**src/hdl/pis_pkg.sv**
```systemverilog
package pis_pkg;

   localparam int FIELD_WIDTH = 32;
   localparam int DEF_CAPACITY = 64;
   localparam int DEF_KEY_WIDTH = 32;

   typedef struct packed {
      logic insert;
      logic drain_shift;
   } pis_ctrl_type;

endpackage

```
**src/hdl/pis_cell.sv**
```systemverilog
module pis_cell #(
   parameter int KEY_WIDTH = pis_pkg::DEF_KEY_WIDTH
) (
   input  logic                        clock,
   input  logic                        reset,
   input  pis_pkg::pis_ctrl_type       ctrl,
   input  logic signed [KEY_WIDTH-1:0] new_primary,
   input  logic signed [KEY_WIDTH-1:0] new_secondary,
   input  logic                        prev_at,
   input  logic signed [KEY_WIDTH-1:0] prev_primary,
   input  logic signed [KEY_WIDTH-1:0] prev_secondary,
   input  logic                        prev_valid,
   input  logic signed [KEY_WIDTH-1:0] next_primary,
   input  logic signed [KEY_WIDTH-1:0] next_secondary,
   input  logic                        next_valid,
   output logic                        at,
   output logic                        valid,
   output logic signed [KEY_WIDTH-1:0] primary,
   output logic signed [KEY_WIDTH-1:0] secondary
);
   import pis_pkg::*;

   logic                        valid_ff, valid_in;
   logic signed [KEY_WIDTH-1:0] primary_ff, primary_in;
   logic signed [KEY_WIDTH-1:0] secondary_ff, secondary_in;
   logic                        greater;

   // stored pair strictly greater than the incoming one
   assign greater = valid_ff && ((primary_ff > new_primary) ||
                    ((primary_ff == new_primary) && (secondary_ff > new_secondary)));
   assign at = greater || !valid_ff;

   always_comb begin
      valid_in     = valid_ff;
      primary_in   = primary_ff;
      secondary_in = secondary_ff;
      if (ctrl.insert && at) begin
         if (prev_at) begin
            valid_in     = prev_valid;
            primary_in   = prev_primary;
            secondary_in = prev_secondary;
         end else begin
            valid_in     = 1'b1;
            primary_in   = new_primary;
            secondary_in = new_secondary;
         end
      end else if (ctrl.drain_shift) begin
         valid_in     = next_valid;
         primary_in   = next_primary;
         secondary_in = next_secondary;
      end
   end

   always_ff @(posedge clock) begin
      if (reset) begin
         valid_ff <= 1'b0;
      end else begin
         valid_ff <= valid_in;
      end
      primary_ff   <= primary_in;
      secondary_ff <= secondary_in;
   end

   assign valid     = valid_ff;
   assign primary   = primary_ff;
   assign secondary = secondary_ff;
endmodule

```
**config.mk**
```make
export PLATFORM = sky130hd
export DESIGN_NAME = pis_cell
export DESIGN_NICKNAME = d
export VERILOG_FILES = /design/src/hdl/pis_pkg.sv /design/src/hdl/pis_cell.sv
export SDC_FILE = /design/constraint.sdc
export NUM_CORES = 1
export LEC_CHECK = 0
export ABC_AREA = 1
export BUFFER_PORTS_ARGS = -buffer_cell sky130_fd_sc_hd__buf_4
export CAP_MARGIN = 40
export CELL_PAD_IN_SITES_DETAIL_PLACEMENT = 2
export CELL_PAD_IN_SITES_GLOBAL_PLACEMENT = 2
export CORE_UTILIZATION = 27
export DETAILED_ROUTE_END_ITERATION = 10
export PLACE_DENSITY = 0.95
export REMOVE_ABC_BUFFERS = 1
export SYNTH_ARGS = -nofsm -noshare
export SYNTH_HDL_FRONTEND = slang
export SYNTH_SLANG_ARGS = --single-unit
```
**constraint.sdc**
```tcl
create_clock -name clock -period 8.65 [get_ports clock]
set_input_delay 1.73 -clock clock [delete_from_list [all_inputs] [get_ports clock]]
set_output_delay 1.73 -clock clock [all_outputs]
set_load 0.02 [all_outputs]
```
==> impl_metrics.env <==
export IMPL_start_util_pct=27.5
export IMPL_cts_resized=0
export IMPL_finalSetupViolCount=0
export IMPL_max_freq_ghz=0.190
export IMPL_placed_area_um2=7550
export IMPL_crit_path_start_kind="input port"
export IMPL_setup_worst_path_class="input port to output pin"
export IMPL_crit_required_ns=6.92
export IMPL_cts_buffer_depth=2
export IMPL_period_share_pct=60.8
export IMPL_synth_cells=642
export IMPL_layout_common_cells="buf_4 (265), nand2_1 (258), inv_1 (81)"
export IMPL_dp_final_hpwl_um=17100
export IMPL_dpl_cell_count=1148
export IMPL_area_growth_pct=45.8
export IMPL_status="finished clean"
export IMPL_nNetsFinal=1157
export IMPL_grt_max_degree=72
export IMPL_holdWs_ns=0.580
export IMPL_critical_path_slowest_cell="ha_1"
export IMPL_postLayoutCellArea_um2=7800
export IMPL_antennaDiodeCount=0
export IMPL_via_per_inst=4.73
export IMPL_chipHeight_um=143
export IMPL_drive_above_1_share_pct=36.6
export IMPL_ys_ff_latch=65
export IMPL_p_per_area_nw_per_um2=159
export IMPL_final_instance_count_excl_fill=1162
export IMPL_clk_latency_ns=0.34
export IMPL_arrival_ns=3.53
export IMPL_critPathCaptureType="output pin"
export IMPL_max_cap_violations=0
export IMPL_io_buffers=264
export IMPL_fill_cells=2244
export IMPL_tritoncts="done"
export IMPL_place_congestion=0.764
export IMPL_drc=0
export IMPL_num_vias=5491
export IMPL_wire_per_inst_um=18.2
export IMPL_skew_ns=0.00623
export IMPL_grt_pass1_wl_um=32300
export IMPL_postSynthAreaPerCell_um2=8.33
export IMPL_power_leakage_nw=4.08
export IMPL_cts_root_buf="clkbuf_16"
export IMPL_hold_violations=0
export IMPL_rows=51
export IMPL_report_final_slew_viol_count=0
export IMPL_rsz0062_at_grt="false"
export IMPL_die_w_um=143
export IMPL_cts_buffers=9
export IMPL_synth_warnings=0
export IMPL_period_minus_slack_ns=5.26
export IMPL_cp_max_fo=3
export IMPL_htreeDepth=3
export IMPL_initialDrtViolationCount=144
export IMPL_cp_slowest_stage_delay_ns=0.31
export IMPL_cts_sinks=65
export IMPL_ant_nets=0
export IMPL_first_pass_iters=6
export IMPL_hold_buffers=0
export IMPL_ir_worst_vdd_mv=0.0888
export IMPL_multiInputGateArea_um2=2910
export IMPL_worst_slew_pin_transition_ns=0.913
export IMPL_max_slew_margin_pct=39.1
export IMPL_postCtsSetupBuffers=0
export IMPL_core_area_um2=19500
export IMPL_crit_chain="buf_4 -> inv_1 -> ha_1 -> nand2_1 -> nor2_1 -> nand4_1 -> inv_1 -> nand2_1 -> nor2_1 -> nand2_1 -> a21oi_2 -> nand3_2 -> nand3_2 -> buf_4"
export IMPL_syn_area_um2=5350
export IMPL_ys_seq_area_share_pct=36.3
export IMPL_cp_common_cell="nand2_1"
export IMPL_grt_overflow_total=0
export IMPL_synth_cell_types=31
export IMPL_grt_use_total_pct=21.0
export IMPL_pin_count=265
export IMPL_routed_wl_um=21100
export IMPL_hold_path_class="flip-flop to flip-flop"
export IMPL_path_clk_slew_ns=0.06
export IMPL_layout_cells_most_common="buf_4"
export IMPL_dieArea_um2=20400
export IMPL_antenna_found_initial=0
export IMPL_area_sequential_um2=1940
export IMPL_setup_tns_ns=0
export IMPL_grt_pass1_vias=6292
synthesized netlist by cell type, drive strengths merged:
cell | n | area share [%]
dfxtp | 1 | 0.37
nand3 | 9 | 1.0
o21a | 4 | 0.56
nand4 | 5 | 0.59
ha | 64 | 15
o211ai | 64 | 13
a21oi | 32 | 3.1
nor3 | 1 | 0.094
edfxtp | 64 | 36
and3b | 1 | 0.16
and2 | 1 | 0.12
o21ai | 6 | 0.56
or2 | 2 | 0.23
nor4 | 1 | 0.40
clkbuf | 10 | 0.70
nand2 | 261 | 19
inv | 83 | 6.0
nor2 | 16 | 1.2
buf | 16 | 2.7
a21o | 1 | 0.14
metal layers:
| layer | track usage [%] | wire [um] | up-vias |
|---|---|---|---|
| met5 | 0 | 0 | - |
| met4 | 12.0 | 1040 | 0 |
| met3 | 3.69 | 1030 | 56 |
| met2 | 39.3 | 11000 | 192 |
| met1 | 22.1 | 8120 | 2595 |
| li1 | - | - | 2648 |
flip-flops by register name (all words and copies together) (netlist names):
signal     count
primary       32
secondary     32
valid          1
critical path: cells and delay by family:
kind	cells	cell delay, ns
adder cells (fa/ha/maj)	1	0.31
AO/OA/AOI/OAI	1	0.14
AND/OR/NAND/NOR	8	0.96
buffers and inverters	4	0.38
through the flow:
stage	power (mW)	utilization [%]	worst slack [ns]
6_report	1.24	40.1	3.39
5_1_grt	1.31	40.1	3.21
4_1_cts	1.26	40.1	3.36
3_5_place_dp	0.929	38.8	3.37
3_3_place_gp	0.892	38.5	3.36
2_1_floorplan	0.684	-	3.33
area by class of cell:
cell class,instances,area share [%]
clock inverter,2,0.0963
clock buffer,12,3.03
inverter,83,4.12
timing repair buffer,267,26.2
sequential,65,24.9
tap,265,4.25
multi-input combinational,468,37.4
power by group:
group	internal, mW	leakage [nW]	total (mW)	switching (mW)
logic	0.205	3.30	0.477	0.272
clock network	0.189	0.118	0.326	0.137
registers	0.406	0.665	0.436	0.0292
path summary, 6_finish.rpt:
path                                 startpoint     endpoint  slack (ns)  cells past startpoint
worst max register to register      primary[15]  primary[10]        5.25                     16
worst min-delay path                      valid        valid        0.58                      2
worst max-delay path            new_primary[15]           at        3.39                     14
worst min register to register            valid        valid        0.58                      2
logic make-up (layout without fill, tap and decap cells):
family          after synthesis  count (layout)  share of synthesized area, %
buf+inv                     109             364                          9.34
fa+ha+maj                    64              64                          15.0
flops                        65              65                          36.3
simple gates                297             297                          22.3
compound gates              107             107                          17.1
Note: power is estimated with default switching activity, not from simulation.
